**src/design/rpsm_pkg.sv**
```systemverilog
`timescale 1ns / 1ps
// rpsm_pkg: shared types, constants and pattern text for the RTSP signature matcher.
// No dependencies; used by rpsm_cell and rtsp_payload_signature_match_core.

package rpsm_pkg;

	localparam int NUM_PAT   = 12;     // version string plus eleven methods
	localparam int PAT_MAX   = 21;     // longest pattern: a PARAMETER method, space, prefix
	localparam int PAT_W     = PAT_MAX * 8;
	localparam int PAT_IDX_W = $clog2(PAT_MAX);
	localparam int PAT_SEL_W = $clog2(NUM_PAT);
	localparam int POS_W     = 8;
	localparam int LEN_W     = 8;

	localparam logic [POS_W-1:0] POS_SAT     = '1;
	localparam logic [LEN_W-1:0] MIN_LEN_RST = 8'd15;

	// Per-word broadcast from the top level down the row of cells.
	typedef struct packed {
		logic             step;   // word accepted this cycle
		logic             last;   // word closes the payload
		logic [POS_W-1:0] pos;    // byte offset of this word
		logic [7:0]       data;   // payload byte
	} cell_in_t;

	// Pattern length in bytes (method, space and scheme prefix included).
	function automatic logic [PAT_IDX_W-1:0] pat_len(input logic [PAT_SEL_W-1:0] k);
		logic [PAT_IDX_W-1:0] n;
		unique case (k)
			4'd0:    n = 5'd8;
			4'd1:    n = 5'd16;
			4'd2:    n = 5'd15;
			4'd3:    n = 5'd12;
			4'd4:    n = 5'd13;
			4'd5:    n = 5'd14;
			4'd6:    n = 5'd16;
			4'd7:    n = 5'd13;
			4'd8:    n = 5'd16;
			4'd9:    n = 5'd21;
			4'd10:   n = 5'd21;
			4'd11:   n = 5'd16;
			default: n = '0;
		endcase
		return n;
	endfunction

	// Pattern text, right aligned: byte p sits at bits [(len-1-p)*8 +: 8].
	// lc selects the lower case scheme prefix; method text never changes case.
	function automatic logic [PAT_W-1:0] pat_text(input logic [PAT_SEL_W-1:0] k,
		input logic lc);
		logic [PAT_W-1:0] r;
		r = '0;
		unique case (k)
			4'd0:    r = "RTSP/1.0";
			4'd1:    r = lc ? "DESCRIBE rtsp://"      : "DESCRIBE RTSP://";
			4'd2:    r = lc ? "OPTIONS rtsp://"       : "OPTIONS RTSP://";
			4'd3:    r = lc ? "PLAY rtsp://"          : "PLAY RTSP://";
			4'd4:    r = lc ? "PAUSE rtsp://"         : "PAUSE RTSP://";
			4'd5:    r = lc ? "RECORD rtsp://"        : "RECORD RTSP://";
			4'd6:    r = lc ? "REDIRECT rtsp://"      : "REDIRECT RTSP://";
			4'd7:    r = lc ? "SETUP rtsp://"         : "SETUP RTSP://";
			4'd8:    r = lc ? "ANNOUNCE rtsp://"      : "ANNOUNCE RTSP://";
			4'd9:    r = lc ? {"GET_", "PARAMETER rtsp://"} : {"GET_", "PARAMETER RTSP://"};
			4'd10:   r = lc ? {"SET_", "PARAMETER rtsp://"} : {"SET_", "PARAMETER RTSP://"};
			4'd11:   r = lc ? "TEARDOWN rtsp://"      : "TEARDOWN RTSP://";
			default: r = '0;
		endcase
		return r;
	endfunction

endpackage

```
**src/design/rpsm_cell.sv**
```systemverilog
`timescale 1ns / 1ps
// rpsm_cell: one pattern matcher of the row; keeps the pattern's alive bit.
// Depends on rpsm_pkg.

module rpsm_cell #(
	parameter int K = 0
) (
	input  logic               clk,
	input  logic               arst_n,
	input  rpsm_pkg::cell_in_t cin,
	input  logic               found_in,
	output logic               found_out
);

	localparam logic [rpsm_pkg::PAT_SEL_W-1:0] KSEL = rpsm_pkg::PAT_SEL_W'(K);
	localparam logic [rpsm_pkg::PAT_IDX_W-1:0] TOTAL = rpsm_pkg::pat_len(KSEL);
	localparam logic [rpsm_pkg::PAT_W-1:0] UP = rpsm_pkg::pat_text(KSEL, 1'b0);
	localparam logic [rpsm_pkg::PAT_W-1:0] LO = rpsm_pkg::pat_text(KSEL, 1'b1);
	localparam logic [rpsm_pkg::POS_W-1:0] TOT_POS  = rpsm_pkg::POS_W'(TOTAL);
	localparam logic [rpsm_pkg::POS_W-1:0] LAST_POS = TOT_POS - 1'b1;

	logic                          alive_q;
	logic [rpsm_pkg::PAT_MAX-1:0]  chr_hit;
	logic [rpsm_pkg::PAT_IDX_W-1:0] idx;
	logic                          match;
	logic                          done;

	// Compare the byte against every character of the pattern at once.
	always_comb begin
		chr_hit = '0;
		for (int j = 0; j < rpsm_pkg::PAT_MAX; j++) begin
			if (j < int'(TOTAL)) begin
				chr_hit[j] = (cin.data == UP[(int'(TOTAL) - 1 - j) * 8 +: 8]) ||
					(cin.data == LO[(int'(TOTAL) - 1 - j) * 8 +: 8]);
			end
		end
	end

	assign idx   = cin.pos[rpsm_pkg::PAT_IDX_W-1:0];
	assign match = (cin.pos < TOT_POS) ? chr_hit[idx] : 1'b0;
	assign done  = alive_q && match && (cin.pos == LAST_POS);

	always_ff @(posedge clk or negedge arst_n) begin
		if (!arst_n) begin
			alive_q <= 1'b1;
		end else if (cin.step) begin
			if (cin.last) begin
				alive_q <= 1'b1;
			end else if (!match || done) begin
				alive_q <= 1'b0;
			end
		end
	end

	// Found flag ripples along the row.
	assign found_out = found_in || (cin.step && done);

endmodule

```
**src/design/rtsp_payload_signature_match_core.sv**
```systemverilog
`timescale 1ns / 1ps
// rtsp_payload_signature_match_core: top level of the RTSP payload signature matcher.
// Depends on rpsm_pkg and rpsm_cell.

// Takes one payload byte per cycle on the input channel (data_byte, last_byte)
// and gives one verdict word per packet on the output channel, in the cycle after
// the packet's last byte is taken. is_rtsp is 1 when the payload begins with
// "RTSP/1.0", or with one of DESCRIBE, OPTIONS, PLAY, PAUSE, RECORD, REDIRECT,
// SETUP, ANNOUNCE, TEARDOWN or either PARAMETER method (GET and SET) followed
// by a space and "rtsp://" (each prefix letter in either case), the whole
// pattern lying inside the payload, and the payload is at least
// min_payload_len bytes long.
// Throughput is one byte per cycle: twelve matcher cells each compare the byte
// against their own pattern in parallel and hand a found flag down the row.
// in_ready falls only while a verdict sits in the output register and
// out_ready is low. cfg_we writes min_payload_len (reset 15) at once; write it
// only between packets.

module rtsp_payload_signature_match_core (
	input  logic       clk,
	input  logic       arst_n,
	// configuration
	input  logic       cfg_we,
	input  logic [7:0] cfg_wdata,
	// byte input
	input  logic       in_valid,
	output logic       in_ready,
	input  logic [7:0] data_byte,
	input  logic       last_byte,
	// verdict output
	output logic       out_valid,
	input  logic       out_ready,
	output logic       is_rtsp
);

	logic [rpsm_pkg::LEN_W-1:0] min_len_q;
	logic [rpsm_pkg::POS_W-1:0] pos_q;
	logic [rpsm_pkg::POS_W-1:0] pos_inc;
	logic                       found_q;
	logic                       out_valid_q;
	logic                       is_rtsp_q;
	logic                       step;
	rpsm_pkg::cell_in_t         cin;
	logic [rpsm_pkg::NUM_PAT:0] chain;   // found flag between neighbors
	logic                       verdict;

	// Output slot frees when empty or being read; the row itself never stalls.
	assign in_ready = !out_valid_q || out_ready;
	assign step     = in_valid && in_ready;

	assign cin.step = step;
	assign cin.last = last_byte;
	assign cin.pos  = pos_q;
	assign cin.data = data_byte;

	assign chain[0] = 1'b0;

	for (genvar k = 0; k < rpsm_pkg::NUM_PAT; k++) begin : g_cell
		rpsm_cell #(.K(k)) u_cell (
			.clk      (clk),
			.arst_n   (arst_n),
			.cin      (cin),
			.found_in (chain[k]),
			.found_out(chain[k+1])
		);
	end

	// Byte count saturates; the count after this word is the payload length.
	assign pos_inc = (pos_q == rpsm_pkg::POS_SAT) ? pos_q : pos_q + 1'b1;
	assign verdict = (found_q || chain[rpsm_pkg::NUM_PAT]) && (pos_inc >= min_len_q);

	always_ff @(posedge clk or negedge arst_n) begin
		if (!arst_n) begin
			min_len_q <= rpsm_pkg::MIN_LEN_RST;
		end else if (cfg_we) begin
			min_len_q <= cfg_wdata;
		end
	end

	// Per-packet state, cleared after the last byte.
	always_ff @(posedge clk or negedge arst_n) begin
		if (!arst_n) begin
			pos_q   <= '0;
			found_q <= 1'b0;
		end else if (step) begin
			if (last_byte) begin
				pos_q   <= '0;
				found_q <= 1'b0;
			end else begin
				pos_q   <= pos_inc;
				found_q <= found_q || chain[rpsm_pkg::NUM_PAT];
			end
		end
	end

	// Verdict register.
	always_ff @(posedge clk or negedge arst_n) begin
		if (!arst_n) begin
			out_valid_q <= 1'b0;
		end else if (step && last_byte) begin
			out_valid_q <= 1'b1;
		end else if (out_ready) begin
			out_valid_q <= 1'b0;
		end
	end

	always_ff @(posedge clk) begin
		if (step && last_byte) begin
			is_rtsp_q <= verdict;
		end
	end

	assign out_valid = out_valid_q;
	assign is_rtsp   = is_rtsp_q;

endmodule

```
**config.mk**
```make
export PLATFORM = sky130hd
export DESIGN_NAME = rtsp_payload_signature_match_core
export DESIGN_NICKNAME = d
export VERILOG_FILES = /design/src/design/rpsm_pkg.sv /design/src/design/rpsm_cell.sv /design/src/design/rtsp_payload_signature_match_core.sv
export SDC_FILE = /design/constraint.sdc
export NUM_CORES = 1
export LEC_CHECK = 0
export BUFFER_PORTS_ARGS = -buffer_cell sky130_fd_sc_hd__buf_2
export CAP_MARGIN = 30
export CORE_MARGIN = 3
export CORE_UTILIZATION = 45
export CTS_CLUSTER_DIAMETER = 120
export DETAILED_ROUTE_END_ITERATION = 7
export PLACE_DENSITY = 0.71
export SETUP_SLACK_MARGIN = 0.1
export SYNTH_ARGS = -nofsm -noshare
export SYNTH_HDL_FRONTEND = slang
export SYNTH_HIERARCHICAL = 1
export SYNTH_SLANG_ARGS = --single-unit
```
**constraint.sdc**
```tcl
create_clock -name clk -period 5.3 [get_ports clk]
set_input_delay 0.53 -clock clk [delete_from_list [all_inputs] [get_ports clk]]
set_output_delay 0.53 -clock clk [all_outputs]
set_load 0.01 [all_outputs]
```
Yosys cells after proc, flatten, opt, wreduce, memory -nomap -nowiden
Cells that the tools add are included.
{"block": "classes", "add_sub_neg": 1, "n_lt_le_gt_ge": 9, "eq_ne": 37, "muxes": 65, "reduce_logical": 106}
{"cell": "$eq A8 B7 Y1 const B", "n": 23}
{"cell": "$bmux W1 S5", "n": 12}
{"cell": "$mux W1", "n": 51}
{"cell": "$eq A8 B6 Y1 const B", "n": 6}
{"cell": "$eq A8 B4 Y1 const B", "n": 5}
{"cell": "$lt A8 B4 Y1 const B", "n": 5}
{"cell": "$logic_and A1 B1 Y1", "n": 39}
{"cell": "$logic_or A1 B1 Y1", "n": 29}
{"cell": "$reduce_bool A2 Y1", "n": 13}
{"cell": "$reduce_and A2 Y1", "n": 12}
{"cell": "$lt A8 B5 Y1 const B", "n": 2}
{"cell": "$mux W8", "n": 2}
{"cell": "$logic_not A1 Y1", "n": 13}
{"cell": "$add A8 B1 Y8 const B", "n": 1}
{"cell": "$eq A8 B3 Y1 const B", "n": 1}
{"cell": "$eq A8 B5 Y1 const B", "n": 1}
{"cell": "$eq A8 B8 Y1 const B", "n": 1}
{"cell": "$ge A8 B8 Y1", "n": 1}
{"cell": "$lt A5 B6 Y1 const B", "n": 1}
{"block": "word_totals", "register_bits": 31, "inputBits": 22, "out_inout_bits": 3, "elab_cells": 235}

Depth between registers and ports, before layout
{"block": "logic_depth", "ltp_word": 21, "ltp_mapped": 22, "mapped_depth_nobuf": 21}

Modules after synthesis
The synthesis kept the hierarchy.
{"mod": "rtsp_payload_signature_match_core", "n_inst": 1, "cells_per_inst": 141, "area_per_inst_um2": 1317.5}
{"mod": "rpsm_cell (g_cell[10].u_cell)", "n_inst": 1, "cells_per_inst": 68, "area_per_inst_um2": 494.2}
{"mod": "rpsm_cell (g_cell[9].u_cell)", "n_inst": 1, "cells_per_inst": 69, "area_per_inst_um2": 483.0}
{"mod": "rpsm_cell (g_cell[8].u_cell)", "n_inst": 1, "cells_per_inst": 56, "area_per_inst_um2": 406.6}
{"mod": "rpsm_cell (g_cell[2].u_cell)", "n_inst": 1, "cells_per_inst": 52, "area_per_inst_um2": 394.1}
{"mod": "rpsm_cell (g_cell[11].u_cell)", "n_inst": 1, "cells_per_inst": 51, "area_per_inst_um2": 380.4}
{"mod": "rpsm_cell (g_cell[1].u_cell)", "n_inst": 1, "cells_per_inst": 49, "area_per_inst_um2": 379.1}
{"mod": "rpsm_cell (g_cell[4].u_cell)", "n_inst": 1, "cells_per_inst": 49, "area_per_inst_um2": 361.6}
{"mod": "rpsm_cell (g_cell[7].u_cell)", "n_inst": 1, "cells_per_inst": 45, "area_per_inst_um2": 359.1}
{"mod": "rpsm_cell (g_cell[6].u_cell)", "n_inst": 1, "cells_per_inst": 43, "area_per_inst_um2": 340.3}
{"mod": "rpsm_cell (g_cell[5].u_cell)", "n_inst": 1, "cells_per_inst": 43, "area_per_inst_um2": 334.1}
{"mod": "rpsm_cell (g_cell[3].u_cell)", "n_inst": 1, "cells_per_inst": 41, "area_per_inst_um2": 321.6}
{"mod": "rpsm_cell (g_cell[0].u_cell)", "n_inst": 1, "cells_per_inst": 26, "area_per_inst_um2": 196.4}

Worst setup path before layout
OpenSTA, ideal clock, no wires.
{"block": "synth_timing", "path_type": "register to register", "from": "register pos_q[1] (netlist name)", "to": "register is_rtsp_q (netlist: is_rtsp) (data pin)", "setup_ns": 0.269, "arrival_ns": 3.863, "required_time_ns": 5.031, "setup_slack_ns": 1.167, "path_stages_with_launch": 20, "path_buffers": 1, "synth_period_minus_slack_ns": 4.133, "cell_sequence": "dfrtp_1 clkbuf_1 or4_4 o311ai_2 o211ai_1 o21bai_1 a41o_1 o21bai_1 inv_1 o31ai_1 o21bai_1 a41o_1 o21bai_1 o21bai_1 o21bai_1 o21bai_1 a21o_1 nor2_1 or3_1 o32ai_1"}
{"block": "synth_via", "elab_chain_len": 19}
{"element": "from (decl)", "line": "rtsp_payload_signature_match_core.sv:37", "rtl": "logic [rpsm_pkg::POS_W-1:0] pos_q;"}
{"element": "from (signal assigned)", "line": "rtsp_payload_signature_match_core.sv:90", "rtl": "pos_q <= pos_inc;"}
{"element": "$bmux W1 S5", "line": "rpsm_cell.sv:40", "rtl": "assign match = (cin.pos < TOT_POS) ? chr_hit[idx] : 1'b0;"}
{"element": "$mux W1 (implied by the code)", "line": "rpsm_cell.sv:40"}
{"element": "$mux W1", "line": "rpsm_cell.sv:40"}
{"element": "$logic_and A1 B1 Y1 (2 in series)", "line": "rpsm_cell.sv:41", "rtl": "assign done = alive_q && match && (cin.pos == LAST_POS);"}
{"element": "$logic_and A1 B1 Y1", "line": "rpsm_cell.sv:56", "rtl": "assign found_out = found_in || (cin.step && done);"}
{"element": "$logic_or A1 B1 Y1 (*)", "line": "rpsm_cell.sv:56"}
{"element": "via chain, one bit", "line": "rtsp_payload_signature_match_core.sv:44", "rtl": "logic [rpsm_pkg::NUM_PAT:0] chain;"}
{"element": "$logic_or A1 B1 Y1 (*)", "line": "rpsm_cell.sv:56"}
{"element": "via chain, one bit", "line": "rtsp_payload_signature_match_core.sv:44"}
{"element": "(+1 left out)"}
{"element": "via chain, one bit", "line": "rtsp_payload_signature_match_core.sv:44"}
{"element": "(+1 left out)"}
{"element": "via chain, one bit", "line": "rtsp_payload_signature_match_core.sv:44"}
{"element": "(+1 left out)"}
{"element": "via chain, one bit", "line": "rtsp_payload_signature_match_core.sv:44"}
{"element": "(+1 left out)"}
{"element": "via chain, one bit", "line": "rtsp_payload_signature_match_core.sv:44"}
{"element": "(+1 left out)"}
{"element": "via chain, one bit", "line": "rtsp_payload_signature_match_core.sv:44"}
{"element": "(+1 left out)"}
{"element": "via chain, one bit", "line": "rtsp_payload_signature_match_core.sv:44"}
{"element": "(+1 left out)"}
{"element": "via chain, one bit", "line": "rtsp_payload_signature_match_core.sv:44"}
{"element": "$logic_or A1 B1 Y1 (*)", "line": "rpsm_cell.sv:56"}
{"element": "via chain, one bit", "line": "rtsp_payload_signature_match_core.sv:44"}
{"element": "$logic_or A1 B1 Y1 (*)", "line": "rpsm_cell.sv:56"}
{"element": "via chain, one bit", "line": "rtsp_payload_signature_match_core.sv:44"}
{"element": "$logic_or A1 B1 Y1 (*)", "line": "rtsp_payload_signature_match_core.sv:70", "rtl": "assign verdict = (found_q || chain[rpsm_pkg::NUM_PAT]) && (pos_inc >= min_len_q);"}
{"element": "$logic_and A1 B1 Y1 (*)", "line": "rtsp_payload_signature_match_core.sv:70"}
{"element": "via verdict", "line": "rtsp_payload_signature_match_core.sv:45", "rtl": "logic verdict;"}
{"element": "to (signal assigned)", "line": "rtsp_payload_signature_match_core.sv:109", "rtl": "is_rtsp_q <= verdict;"}
{"element": "to (decl)", "line": "rtsp_payload_signature_match_core.sv:41", "rtl": "logic is_rtsp_q;"}
The timed path passes the listed nets; every way through them passes the cells marked *. The select of a mux whose other input is x is not followed.
A chain may end at the register's enable or synchronous reset.

Worst setup path in the final report
{"block": "layout_timing", "from": "register pos_q[0] (netlist name)", "to": "register is_rtsp_q (netlist: is_rtsp) (data pin)"}
{"block": "layout_via", "elab_chain_len": 19}
{"element": "$bmux W1 S5", "line": "rpsm_cell.sv:40"}
{"element": "$mux W1 (implied by the code)", "line": "rpsm_cell.sv:40"}
{"element": "$mux W1", "line": "rpsm_cell.sv:40"}
{"element": "$logic_and A1 B1 Y1", "line": "rpsm_cell.sv:41"}
{"element": "$logic_and A1 B1 Y1 (*)", "line": "rpsm_cell.sv:41"}
{"element": "$logic_and A1 B1 Y1 (*)", "line": "rpsm_cell.sv:56"}
{"element": "via chain, one bit", "line": "rtsp_payload_signature_match_core.sv:44"}
{"element": "$logic_or A1 B1 Y1 (*)", "line": "rpsm_cell.sv:56"}
{"element": "via chain, one bit", "line": "rtsp_payload_signature_match_core.sv:44"}
{"element": "(+1 left out)"}
{"element": "via chain, one bit", "line": "rtsp_payload_signature_match_core.sv:44"}
{"element": "(+1 left out)"}
{"element": "via chain, one bit", "line": "rtsp_payload_signature_match_core.sv:44"}
{"element": "(+1 left out)"}
{"element": "via chain, one bit", "line": "rtsp_payload_signature_match_core.sv:44"}
{"element": "(+1 left out)"}
{"element": "via chain, one bit", "line": "rtsp_payload_signature_match_core.sv:44"}
{"element": "(+1 left out)"}
{"element": "via chain, one bit", "line": "rtsp_payload_signature_match_core.sv:44"}
{"element": "(+1 left out)"}
{"element": "via chain, one bit", "line": "rtsp_payload_signature_match_core.sv:44"}
{"element": "(+1 left out)"}
{"element": "via chain, one bit", "line": "rtsp_payload_signature_match_core.sv:44"}
{"element": "(+1 left out)"}
{"element": "via chain, one bit", "line": "rtsp_payload_signature_match_core.sv:44"}
{"element": "$logic_or A1 B1 Y1 (*)", "line": "rpsm_cell.sv:56"}
{"element": "via chain, one bit", "line": "rtsp_payload_signature_match_core.sv:44"}
{"element": "$logic_or A1 B1 Y1 (*)", "line": "rpsm_cell.sv:56"}
{"element": "via chain, one bit", "line": "rtsp_payload_signature_match_core.sv:44"}
{"element": "$logic_or A1 B1 Y1 (*)", "line": "rtsp_payload_signature_match_core.sv:70"}
{"element": "$logic_and A1 B1 Y1 (*)", "line": "rtsp_payload_signature_match_core.sv:70"}
{"element": "via verdict", "line": "rtsp_payload_signature_match_core.sv:45"}
Marked as above.

==> impl_results.md <==
* Met2 GRT Util at 37.2%
* Vias in the first global route at 6,008
* Largest net degree at the start of global routing at 68
* Endpoints failing setup at 0
* Achievable clock frequency at 236 MHz
* DIE AREA at 14,200 um^2
* Worst VDD drop at 0.128 mV
* Slew @ Worst Pin at 765 ps
* Post-synth EDFFs at 1
* Root Buffer Master: clkbuf_16
* Sw Ratio at 44.5%
* WS Path Type: flop to flop
* Die H at 119 um
* # IOs at 25
* Seq. cell area at 807 um^2
* Internal power at 0.703 mW
* Hold/Removal Path Class: input pin to asynchronous set/reset pin
* 1st-iter DRT viols at 903
* Met3 GRT Util at 3.51%
* P per Cell Area at 205 nW/um^2
* Post-route insts no fill at 925
* Final Util at 50.5%
* Max Cap Viol at 0
* Nets at 786
* Multi-input gate area at 4590 um^2
* Startpoint Class: flop
* Synth area leaders: dfstp_2, dfrtp_1, nor2_1
* Cell variety after synth at 114
* Final WL at 18.1 mm
* Worst setup EP type: flop
* Leakage at 2.06 nW
* Routed vias at 6,520
* Psw at 0.565 mW
* Worst Skew at 5.24 ps
* Count leader, synth: nor2_1
* First-pass GRT wire length at 29.9 mm
* Relative slew margins at 49.0%
* Grt total ovfl at 0
* Synth top area share at 7.29%
* Initial Util at 47.0%
* Dpl cells at 916
* GRT Util Overall at 24.5%
* Status: finished clean
* GPL Wtd Cong at 0.858
* Final setup TNS at 0 ps
* Final Cell Area at 6190 um^2
* Sequential element share of the synthesized area at 13.9%
* Critical Path RT at 5400 ps
* Mapped Area at 5770 um^2
* Vias per Instance at 7.05
* CTS H-tree lvls at 2
* Die Span X at 119 um
* Placed inst area at 6050 um^2
* CTS tree: done
* Clock sink count at 31
* Worst skew pair latency at 280 ps
* Yosys warnings at 6
* Area added between synthesis and finish at 7.38%
* Wire per inst at 19.6 um
* Total power at 1.27 mW
* DRC at 0
* RSZ-0062 raised after global routing: false
* Post-CTS sizing at 0
* Router iterations before antenna repair at 6
* CTS buffer count at 5
* Arrival time of the worst setup path at 4340 ps
* Initial antenna violation count at 0
* Critical path peak fanout at 61
* M1 GR Usage at 34.2%
* Syn nets at 764
* Max-slew violations at 0
* Clock Power Share at 22.7%
* Min Tclk post-route at 4240 ps
* Post-synth top flop: dfstp_2
* Post-CTS Setup Bufs at 0
* Clock slew at reported path FFs at 60 ps
* Post-synth top cells: nor2_1, nand2_1, inv_1
* CTS Buffer Depth at 2
* Synthesis-stage register bit count at 31
* Cell count after synthesis at 733
* Core Region at 12,300 um^2
* Comb power frac at 48.8%
* GRT Max-Usage Layer: met2
* Final Hold Vio Count at 0
* Antenna Nets Post-Route at 0
* Row count at 40
* Port Buf Inserts at 24
* Fraction of layout cells with a size suffix above 1 at 18.5%
* Seq pwr share at 28.5%
* Post-synth top area cell: dfstp_2
* # fillers at 1,139
* HPWL Detailed at 11.2 mm
* # hold bufs at CTS at 0
* Tcrit/Tclk final at 80.0%
* Syn_area_per_cell at 7.87 um^2
* Async SR Flop Fraction at 96.8%
[per-layer routing]
metal  share of wire (%)  vias up  routed length (um)
met5                   0        -                   0
met4                 3.1        0                 557
met3                 8.8       50                1590
met2                  45      378                8180
met1                  43     3099                7800
li1                    -     2993                   -
[logic make-up (layout without fill, tap and decap cells)]
logic type      count (synthesis)  count (layout)  share of synthesized area [%]
compound gates                198             198                           26.3
mux                            18              18                           3.30
flops                          31              31                           13.9
xor+xnor                       10              10                           1.52
buf+inv                        69              92                           6.46
fa+ha+maj                       9               9                           1.95
simple gates                  397             397                           46.6
other cells                     1               2                         0.0650
[critical path: stages, from the launching register on]
cell and delay, ps:
dfrtp_4 800, nor4bb_1 370, mux2i_1 130, nor4_2 290, a41oi_1 110, o31ai_1 220
o21bai_1 150, a41o_1 110, o21bai_1 110, inv_1 60, o31ai_1 50, o21bai_1 140
a41o_1 140, o21bai_1 110, o21bai_1 120, o21bai_1 160, o21bai_1 160, a21o_1 130
nor2_1 70, or3_1 340, o32ai_1 270
[sequential cells by signal, summed over array words and instances (netlist names)]
register / cells
out_valid: 1
min_len_q: 8
found_q: 1
g_cell.u_cell/alive_q: 12
pos_q: 8
is_rtsp: 1
[cells in the final DEF, fill, tap and decap left out, types with 8 or more instances in the layout]
cell type and count:
nand2_1 44, a211oi_1 8, dfrtp_1 11, nand4_1 18, a21oi_1 22, ha_1 9
nor2_1 53, nor4_1 12, nand4b_1 14, nand3_1 30, o31ai_1 11, o211ai_1 12
nand3b_1 20, a31oi_1 17, nor2b_1 16, nor3_1 19, nor4b_1 15, buf_4 25
inv_1 33, nor3b_1 22, o21ai_0 23, nor4bb_1 11, o2111ai_1 11, mux2i_1 13
and3b_1 9, nand2b_1 17, dfstp_2 16, buf_2 24, a32oi_1 9
[final cells by class]
| type | instances | area share, % |
|---|---|---|
| clock inverter | 3 | 0.242 |
| timing repair buffer | 49 | 4.97 |
| tap | 168 | 3.39 |
| antenna | 1 | 0.0404 |
| inverter | 35 | 2.12 |
| multi-input combinational | 633 | 74.2 |
| sequential | 31 | 13.0 |
| clock buffer | 5 | 2.02 |
[path summary, 6_finish.rpt]
path | startpoint | end | slack [ps] | cells past startpoint
setup / recovery | pos_q[0]$_DFFE_PN0P_ | is_rtsp$_DFFE_PP_ | 1060 | 20
hold / removal | arst_n | min_len_q[7]$_DFFE_PN0P_ | 320 | 1
setup reg to reg | pos_q[0]$_DFFE_PN0P_ | is_rtsp$_DFFE_PP_ | 1060 | 20
hold reg to reg | g_cell[11].u_cell/alive_q$_DFFE_PN1P_ | g_cell[11].u_cell/alive_q$_DFFE_PN1P_ | 500 | 2
max in group asynchronous | arst_n | pos_q[0]$_DFFE_PN0P_ | 4420 | 1
min in group clk | cfg_wdata[2] | min_len_q[2]$_DFFE_PN1P_ | 460 | 3
[through the flow]
step                      hold slack [ps]  setup WS (ps)
after floorplan                       234           1170
after global placement                485           1040
after detailed placement              491            903
after CTS                             337           1090
after global routing                  366            802
final                                 323           1060
[power groups by stage]
stage	Clock, mW	Sequential (mW)	Combinational, mW
after floorplan	0	0.369	0.422
after global placement	0	0.360	0.590
after detailed placement	0	0.363	0.605
after CTS	0.291	0.360	0.607
after global routing	0.305	0.370	0.679
final	0.287	0.362	0.619
Note: power is estimated with default switching activity, not from simulation.
